$ cat src/rtl/pidta_pkg.sv
// ----------------------------------------------------------------------------
// pidta_pkg: shared types, constants and helpers for the PID controller
// Widths, register indexes, flag codes and the fixed-point helper functions.
// ----------------------------------------------------------------------------
package pidta_pkg;

  localparam int unsigned DATA_W    = 32;
  localparam int unsigned FRAC_BITS = 16;
  localparam int unsigned INTEG_W   = 48;
  localparam int unsigned DT_W      = 24;

  // Divider: magnitude of a (DATA_W+1)-bit value scaled by 2^FRAC_BITS.
  localparam int unsigned DVD_W      = DATA_W + 1 + FRAC_BITS;
  localparam int unsigned DSR_W      = DATA_W;
  localparam int unsigned DIV_STEPS  = DVD_W;
  localparam int unsigned DIV_CNT_W  = $clog2(DIV_STEPS);
  localparam int unsigned SAT_W      = DVD_W + 1;

  // Shared multiplier: (DATA_W+1) x DATA_W unsigned.
  localparam int unsigned MA_W   = DATA_W + 1;
  localparam int unsigned MB_W   = DATA_W;
  localparam int unsigned PROD_W = MA_W + MB_W;

  // Product terms are limited to 2^(2*DATA_W-2) before scaling.
  localparam int unsigned TERM_W = 2 * DATA_W - FRAC_BITS;
  localparam logic [PROD_W-1:0] TERM_LIMIT = PROD_W'(1) << (2 * DATA_W - 2);
  localparam int unsigned SUM_W  = TERM_W + 2;

  // Integral bounds used when the integral gain is zero: 1e6 in Q.FRAC_BITS.
  localparam logic signed [INTEG_W-1:0] IBOUND_DEF =
    INTEG_W'(64'd1000000 << FRAC_BITS);

  localparam int unsigned IDX_W = 3;

  typedef enum logic [IDX_W-1:0] {
    REG_GAIN_PROP  = 3'd0,
    REG_GAIN_INTEG = 3'd1,
    REG_GAIN_DERIV = 3'd2,
    REG_OUTPUT_MAX = 3'd3,
    REG_OUTPUT_MIN = 3'd4
  } reg_idx_e;

  typedef enum logic [1:0] {
    LIM_NONE = 2'd0,
    LIM_MAX  = 2'd1,
    LIM_MIN  = 2'd2
  } limit_e;

  typedef struct packed {
    logic             start;
    logic [DVD_W-1:0] dividend;
    logic [DSR_W-1:0] divisor;
  } div_req_t;

  typedef struct packed {
    logic             busy;
    logic             done;
    logic [DVD_W-1:0] quotient;
  } div_rsp_t;

  function automatic logic [DATA_W-1:0] abs_data(input logic [DATA_W-1:0] v);
    return v[DATA_W-1] ? (DATA_W'(0) - v) : v;
  endfunction

  function automatic logic [DATA_W:0] abs_wide(input logic [DATA_W:0] v);
    return v[DATA_W] ? ((DATA_W + 1)'(0) - v) : v;
  endfunction

  function automatic logic [INTEG_W-1:0] abs_integ(input logic [INTEG_W-1:0] v);
    return v[INTEG_W-1] ? (INTEG_W'(0) - v) : v;
  endfunction

  // Gives a magnitude its sign and saturates it to a signed w-bit range.
  function automatic logic signed [SAT_W-1:0] sat_mag(input logic [DVD_W-1:0] mag,
                                                      input logic neg,
                                                      input int unsigned w);
    logic signed [SAT_W-1:0] v;
    logic signed [SAT_W-1:0] hi;
    logic signed [SAT_W-1:0] lo;
    v  = neg ? -$signed({1'b0, mag}) : $signed({1'b0, mag});
    hi = $signed((SAT_W'(1) << (w - 1)) - SAT_W'(1));
    lo = -hi - SAT_W'(1);
    return (v > hi) ? hi : ((v < lo) ? lo : v);
  endfunction

  // Limits a product magnitude, drops the fraction bits and applies the sign.
  function automatic logic signed [TERM_W-1:0] scale_term(input logic [PROD_W-1:0] mag,
                                                          input logic neg);
    logic [PROD_W-1:0] m;
    logic [TERM_W-1:0] s;
    m = (mag > TERM_LIMIT) ? TERM_LIMIT : mag;
    s = TERM_W'(m >> FRAC_BITS);
    return neg ? -$signed(s) : $signed(s);
  endfunction

endpackage

$ cat src/rtl/pidta_div.sv
// ----------------------------------------------------------------------------
// pidta_div: iterative unsigned divider
// Restoring division, one quotient bit per cycle, shared by all quotients.
// ----------------------------------------------------------------------------
module pidta_div (
  input  logic                clk_i,
  input  logic                rst_ni,
  input  pidta_pkg::div_req_t req_i,
  output pidta_pkg::div_rsp_t rsp_o
);

  logic                             busy_q;
  logic                             done_q;
  logic [pidta_pkg::DIV_CNT_W-1:0]  cnt_q;
  logic [pidta_pkg::DVD_W-1:0]      dq_q;
  logic [pidta_pkg::DSR_W-1:0]      rem_q;
  logic [pidta_pkg::DSR_W-1:0]      dsr_q;

  logic [pidta_pkg::DSR_W:0] trial;
  logic [pidta_pkg::DSR_W:0] trial_sub;
  logic                      take;

  // The dividend shifts out of the top of dq_q while quotient bits enter below.
  assign trial     = {rem_q, dq_q[pidta_pkg::DVD_W-1]};
  assign trial_sub = trial - {1'b0, dsr_q};
  assign take      = (trial >= {1'b0, dsr_q});

  always_ff @(posedge clk_i or negedge rst_ni) begin
    if (!rst_ni) begin
      busy_q <= 1'b0;
      done_q <= 1'b0;
      cnt_q  <= '0;
    end else if (req_i.start) begin
      busy_q <= 1'b1;
      done_q <= 1'b0;
      cnt_q  <= '0;
    end else if (busy_q) begin
      cnt_q <= cnt_q + pidta_pkg::DIV_CNT_W'(1);
      if (cnt_q == pidta_pkg::DIV_CNT_W'(pidta_pkg::DIV_STEPS - 1)) begin
        busy_q <= 1'b0;
        done_q <= 1'b1;
      end
    end else begin
      done_q <= 1'b0;
    end
  end

  always_ff @(posedge clk_i) begin
    if (req_i.start) begin
      dq_q  <= req_i.dividend;
      dsr_q <= req_i.divisor;
      rem_q <= '0;
    end else if (busy_q) begin
      rem_q <= take ? trial_sub[pidta_pkg::DSR_W-1:0] : trial[pidta_pkg::DSR_W-1:0];
      dq_q  <= {dq_q[pidta_pkg::DVD_W-2:0], take};
    end
  end

  assign rsp_o.busy     = busy_q;
  assign rsp_o.done     = done_q;
  assign rsp_o.quotient = dq_q;

endmodule

$ cat config.mk
export PLATFORM = sky130hd
export DESIGN_NAME = pidta_div
export DESIGN_NICKNAME = d
export VERILOG_FILES = /design/src/rtl/pidta_pkg.sv /design/src/rtl/pidta_div.sv
export SDC_FILE = /design/constraint.sdc
export NUM_CORES = 1
export LEC_CHECK = 0
export BUFFER_PORTS_ARGS = -buffer_cell sky130_fd_sc_hd__clkbuf_2
export CORE_MARGIN = 2
export CORE_UTILIZATION = 60
export DETAILED_ROUTE_END_ITERATION = 10
export HOLD_SLACK_MARGIN = 0.03
export PLACE_DENSITY = 0.93
export SLEW_MARGIN = 20
export SYNTH_ARGS = -nofsm -noshare
export SYNTH_HDL_FRONTEND = slang
export SYNTH_SLANG_ARGS = --single-unit
$ cat constraint.sdc
create_clock -name clk_i -period 8.5 [get_ports clk_i]
set_input_delay 0.425 -clock clk_i [delete_from_list [all_inputs] [get_ports clk_i]]
set_output_delay 0.425 -clock clk_i [all_outputs]
set_load 0.01 [all_outputs]
Word level (Yosys, flattened, before mapping):

Index checks and enable logic that the tools add are counted.

* register bits: 121
* bits of input ports: 84
* output and inout bits: 51
* logic and storage cells: 23

* add/sub/neg operators: 2
* $lt $le $gt $ge: 1
* equality and inequality tests: 2
* mux-type cells: 11
* reductions and logical operators: 1

Operators with widths (number)
* 49-bit 2-to-1 mux: 2
* 33-bit by 32-bit >= comparator with 1-bit output: 1
* 32-bit 2-to-1 mux: 1
* 32-bit subtractor: 1
* 6-bit 2-to-1 mux: 2
* 6-bit by 1-bit adder with 6-bit output (second input constant): 1
* 6-bit == test (second input constant): 1
* 1-bit 2-to-1 mux: 6
* 3-bit by 2-bit inequality test with 1-bit output (second input constant): 1
* 2-bit nonzero test: 1

Longest topological paths before layout:

* depth after elaboration: 4
* mapped depth: 13
* mapped depth without buffers: 11

Worst setup path before layout:

Ideal clock, no wire load.

* kind: register -> register
* from: register dsr_q[22] (netlist bit)
* to: register dq_q[0] (netlist bit) (data pin)
* setup time: 0.260 ns
* data arrival time: 2.525 ns
* data required time: 8.240 ns
* path slack: 5.715 ns
* cell stages (with the launch flop): 13
* path buffers: 3
* period minus slack after synthesis: 2.785 ns
* cells stage by stage: edfxtp_1 -> inv_1 -> ha_1 -> clkbuf_1 -> and4_1 -> nand4_1 -> nor3_2 -> a221o_1 -> a211o_1 -> or2_4 -> buf_6 -> buf_8 -> mux2_2

* word-level cells in the longest chain between the ends: 3

Ends and longest elaborated chain
* from (decl): line pidta_div.sv:17 `logic [pidta_pkg::DSR_W-1:0] dsr_q;`
* from (signal assigned): line pidta_div.sv:51 `dsr_q <= req_i.divisor;`
* 33-bit by 32-bit >= comparator with 1-bit output: line pidta_div.sv:26 `assign take = (trial >= {1'b0, dsr_q});`
* 49-bit 2-to-1 mux: line pidta_div.sv:53 `end else if (busy_q) begin`
* 49-bit 2-to-1 mux: line pidta_div.sv:49 `if (req_i.start) begin`
* to (signal assigned): line pidta_div.sv:50 `dq_q <= req_i.dividend;`
* to (signal assigned): line pidta_div.sv:55 `dq_q <= {dq_q[pidta_pkg::DVD_W-2:0], take};`
* to (decl): line pidta_div.sv:15 `logic [pidta_pkg::DVD_W-1:0] dq_q;`

Every way passes these cells. The select of a mux whose other input is x is not followed.
A chain may end at the register's enable or synchronous reset.

Worst setup path in the final report:

* from: register dsr_q[8] (netlist bit)
* to: register rem_q[0] (netlist bit)

* word-level cells in the longest chain between the ends: 2

Ends and longest elaborated chain
* 33-bit by 32-bit >= comparator with 1-bit output: line pidta_div.sv:26
* 32-bit 2-to-1 mux: line pidta_div.sv:54 `rem_q <= take ? trial_sub[pidta_pkg::DSR_W-1:0] : trial[pidta_pkg::DSR_W-1:0];`
* to (signal assigned): line pidta_div.sv:54
* to (decl): line pidta_div.sv:16 `logic [pidta_pkg::DSR_W-1:0] rem_q;`

Every way passes these cells.

==> run_results.csv <==
group,metric,value,unit
floorplanning,coreArea,0.0114,mm²
sta,final_max_slew_viol_count,0,
clock_network,hold_buffers,1,
yosys,synth_fp_nets,786,
hold_path,hp-start,"req_i[29]",
clock_network,cts_resized,0,
layout,final_common_cell,"clkbuf_2",
hold_path,hold_class,"input port to register",
layout,n_antenna_cell,0,
floorplanning,die_h,112,µm
clock_network,numCtsBuffers,17,
yosys,netlist_instances,667,
detailed_routing,routed_wl,16400,µm
hold_path,min_to,"dsr_q[29]$_DFFE_PP_",
worst_setup_path,cp_slowest_cell,"nor2_4",
sta,max-slew-margin-rel,0.327,
pwr,p_sw_frac,0.266,
worst_setup_path,crit_path_end_kind,"register",
yosys,synth_top_family_by_area,"compound AO/OA/AOI/OAI gates",
clock_network,cts_tree,"built",
global_route,antenna_found_initial,0,
pwr,power_frac_clock,0.434,
yosys,synthXorXnorAreaFrac,0.0366,
floorplanning,rows,39,
pwr,power_density,190,mW/mm²
global_route,grt_max_degree,61,
detailed_routing,first_iter_violations,519,
pwr,total_leakage_power,3.67,nW
global_route,grt-ovfl-total,0,
global_route,grt_pass1_wl,26800,µm
yosys,synth_edf_count,81,
detailed_routing,via_per_inst,6.05,
clock_network,cts_max_level,4,
sta,hold_violations,0,
layout,drive_gt1_frac,0.301,
run,max_cap_viol_count,0,
yosys,synthAdderAreaFrac,0.0641,
worst_setup_path,cp.required,8.84,ns
clock_network,cts-root-buf,"clkbuf_16",
yosys,synthFlopType,"edfxtp_1",
worst_setup_path,crit_arrival,3.54,ns
pwr,comb_power_share,0.120,
clock_network,clock_latency,0.42,ns
status,status,"finished, final reports clean",
placement,gp_congestion,0.920,
detailed_routing,remaining_drc_errors,0,
floorplanning,ios,135,
layout,final_cell_mix,"clkbuf_2 (133), edfxtp_1 (81), nand2_1 (65), nor2_1 (57), mux2_2 (49)",
yosys,muxShareOfSynthArea,0.0854,
clock_network,clock-sinks,121,
yosys,ys_warn_count,0,
worst_setup_path,criticalPathCategory,"register to register",
sta,tns,0,ns
floorplanning,start_util,0.611,
pwr,p_switching,0.413,mW
worst_setup_path,cp_cell_sequence,"inv_1 > ha_1 > a21o_1 > a31oi_1 > o21ai_0 > o2111ai_2 > a31oi_4 > nor2_4 > mux2_1 > a211oi_1",
worst_setup_path,r2r_setup_slack,5.29,ns
sta,report.final.setup_viol,0,
yosys,async_reset_ff_frac,0.0661,
sta,tightest_slew,1.01,ns
hold_path,worstHoldPathCells,1,
yosys,synth-simple-area-share,0.130,
detailed_routing,ant_nets,0,
sta,grt_setup_unrepaired,"false",
sta,max_freq,0.312,GHz
yosys,avgSynthCellArea,10.4,µm²
sta,holdWs,0.176,ns
worst_setup_path,reg2reg_from,"dsr_q[8]$_DFFE_PP_",
detailed_routing,vias,5672,
yosys,synth-compound-area-share,0.159,
yosys,ys_ff_latch,121,
floorplanning,dieArea,0.0125,mm²
detailed_routing,wl_per_cell,17.4,µm
clock_network,clk_path_buf_depth,2,
detailed_routing,first_pass_iters,5,
sta,fin_crit_sh,0.377,
layout,area_growth,17.8,%
worst_setup_path,critPathLaunchType,"register",
placement,portBuffers,134,
yosys,ys_types,74,
sta,fin_worst_skew,0.00744,ns
layout,nets,901,
floorplanning,dieWidth,112,µm
pwr,power.internal,1.14,mW
worst_setup_path,crit_path_max_incr_delay,0.62,ns
sta,period_needed,3.21,ns
yosys,ys_seq_area_frac,0.471,
worst_setup_path,crit_fanout,29,
clock_network,clkSlewWorstSetupHoldPaths,0.06,ns
pwr,seqPwrFrac,0.447,
clock_network,cts_setup_buffers,0,
worst_setup_path,r2r_cells,10,
placement,detailed_place_hpwl,11600,µm
worst_setup_path,r2r_end,"rem_q[0]$_SDFFE_PP0P_",
global_route,grt_pass1_vias,5660,
yosys,synth_area,0.00695,mm²
global_route,grt_usage,0.268,
pwr,vdd_drop_max,0.000176,V
final cells by class:
type / count / area [µm²]
flip-flops and latches: 121 / 3270
fillers: 766 / 3190
clock inverters: 15 / 133
repair buffers: 138 / 706
inverters: 43 / 161
well taps: 143 / 179
clock buffers: 17 / 425
multi-input cells: 461 / 3300
critical path, delay by kind of cell, from the launching register on:
family	cells	cell delay, ns
multiplexers	1	0.38
AND/OR/NAND/NOR	1	0.62
adder cells (fa/ha/maj)	1	0.38
buffers and inverters	1	0.04
AO/OA/AOI/OAI	6	1.35
flip-flops	1	0.33
cells in the mapped netlist (all sizes together) (4+ instances only):
| cell | number | area share |
|---|---|---|
| a31oi | 8 | 0.0094 |
| dfrtp | 8 | 0.029 |
| a211oi | 5 | 0.0068 |
| nor2 | 58 | 0.032 |
| xor2 | 17 | 0.021 |
| a21oi | 31 | 0.024 |
| and3 | 5 | 0.0045 |
| o21bai | 4 | 0.0043 |
| mux2 | 50 | 0.081 |
| edfxtp | 81 | 0.35 |
| inv | 43 | 0.023 |
| a32oi | 5 | 0.0063 |
| clkbuf | 24 | 0.013 |
| a311oi | 18 | 0.024 |
| nand3 | 19 | 0.014 |
| a21o | 18 | 0.019 |
| nand2 | 67 | 0.037 |
| nand4 | 11 | 0.011 |
| o21ai | 25 | 0.018 |
| ha | 34 | 0.061 |
| o31ai | 4 | 0.0043 |
| or3 | 4 | 0.0043 |
| buf | 18 | 0.018 |
| nor2b | 4 | 0.0036 |
| nor3 | 8 | 0.0065 |
| o21a | 8 | 0.0086 |
| dfxtp | 32 | 0.092 |
| xnor2 | 12 | 0.015 |
| or2 | 4 | 0.0040 |
logic make-up after synthesis:
family                   after synthesis
AND/OR/NAND/NOR                      193
AO/OA/AOI/OAI                        151
flip-flops                           121
buffers and inverters                 85
multiplexers                          53
adder cells (fa/ha/maj)               35
XOR/XNOR                              29
flip-flops by register name (all words and copies together), names as in the netlist:
register	cells
dsr_q	32
rem_q	32
busy_q	1
dq_q	49
cnt_q	6
done_q	1
worst max path at each step:
stage / from / to / cells after the start
after floorplan: dsr_q[22]$_DFFE_PP_ / dq_q[0]$_DFFE_PP_ / 12
after global placement: dsr_q[8]$_DFFE_PP_ / rem_q[0]$_SDFFE_PP0P_ / 10
after detailed placement: dsr_q[23]$_DFFE_PP_ / rem_q[0]$_SDFFE_PP0P_ / 10
after CTS: dsr_q[8]$_DFFE_PP_ / rem_q[0]$_SDFFE_PP0P_ / 10
after global routing: dsr_q[8]$_DFFE_PP_ / rem_q[21]$_SDFFE_PP0P_ / 10
final: dsr_q[8]$_DFFE_PP_ / rem_q[0]$_SDFFE_PP0P_ / 10
routing by layer:
metal	part of all wire	track usage	vias up
met5	0	0	-
met4	0.024	0.112	0
met3	0.083	0.0746	35
met2	0.48	0.441	267
met1	0.42	0.336	2694
li1	-	-	2676
power groups by stage:
stage | Combinational [mW] | Sequential [mW] | Clock [mW]
after CTS | 0.185 | 0.695 | 0.685
after global placement | 0.177 | 0.704 | 0
after detailed placement | 0.184 | 0.705 | 0
after floorplan | 0.105 | 0.713 | 0
final | 0.186 | 0.694 | 0.674
after global routing | 0.204 | 0.698 | 0.713
metrics by stage:
stage                     instances   util  area (µm²)  setup WS, ns  power, mW
after floorplan                 667      -        6950          5.72      0.817
after global placement          905  0.669        7610          5.08      0.882
after detailed placement        905  0.670        7610          5.34      0.889
after CTS                       938  0.720        8180          5.32       1.56
after global routing            938  0.720        8180          5.07       1.62
final                           938  0.720        8180          5.29       1.56
(Power assumes the default switching activity.)
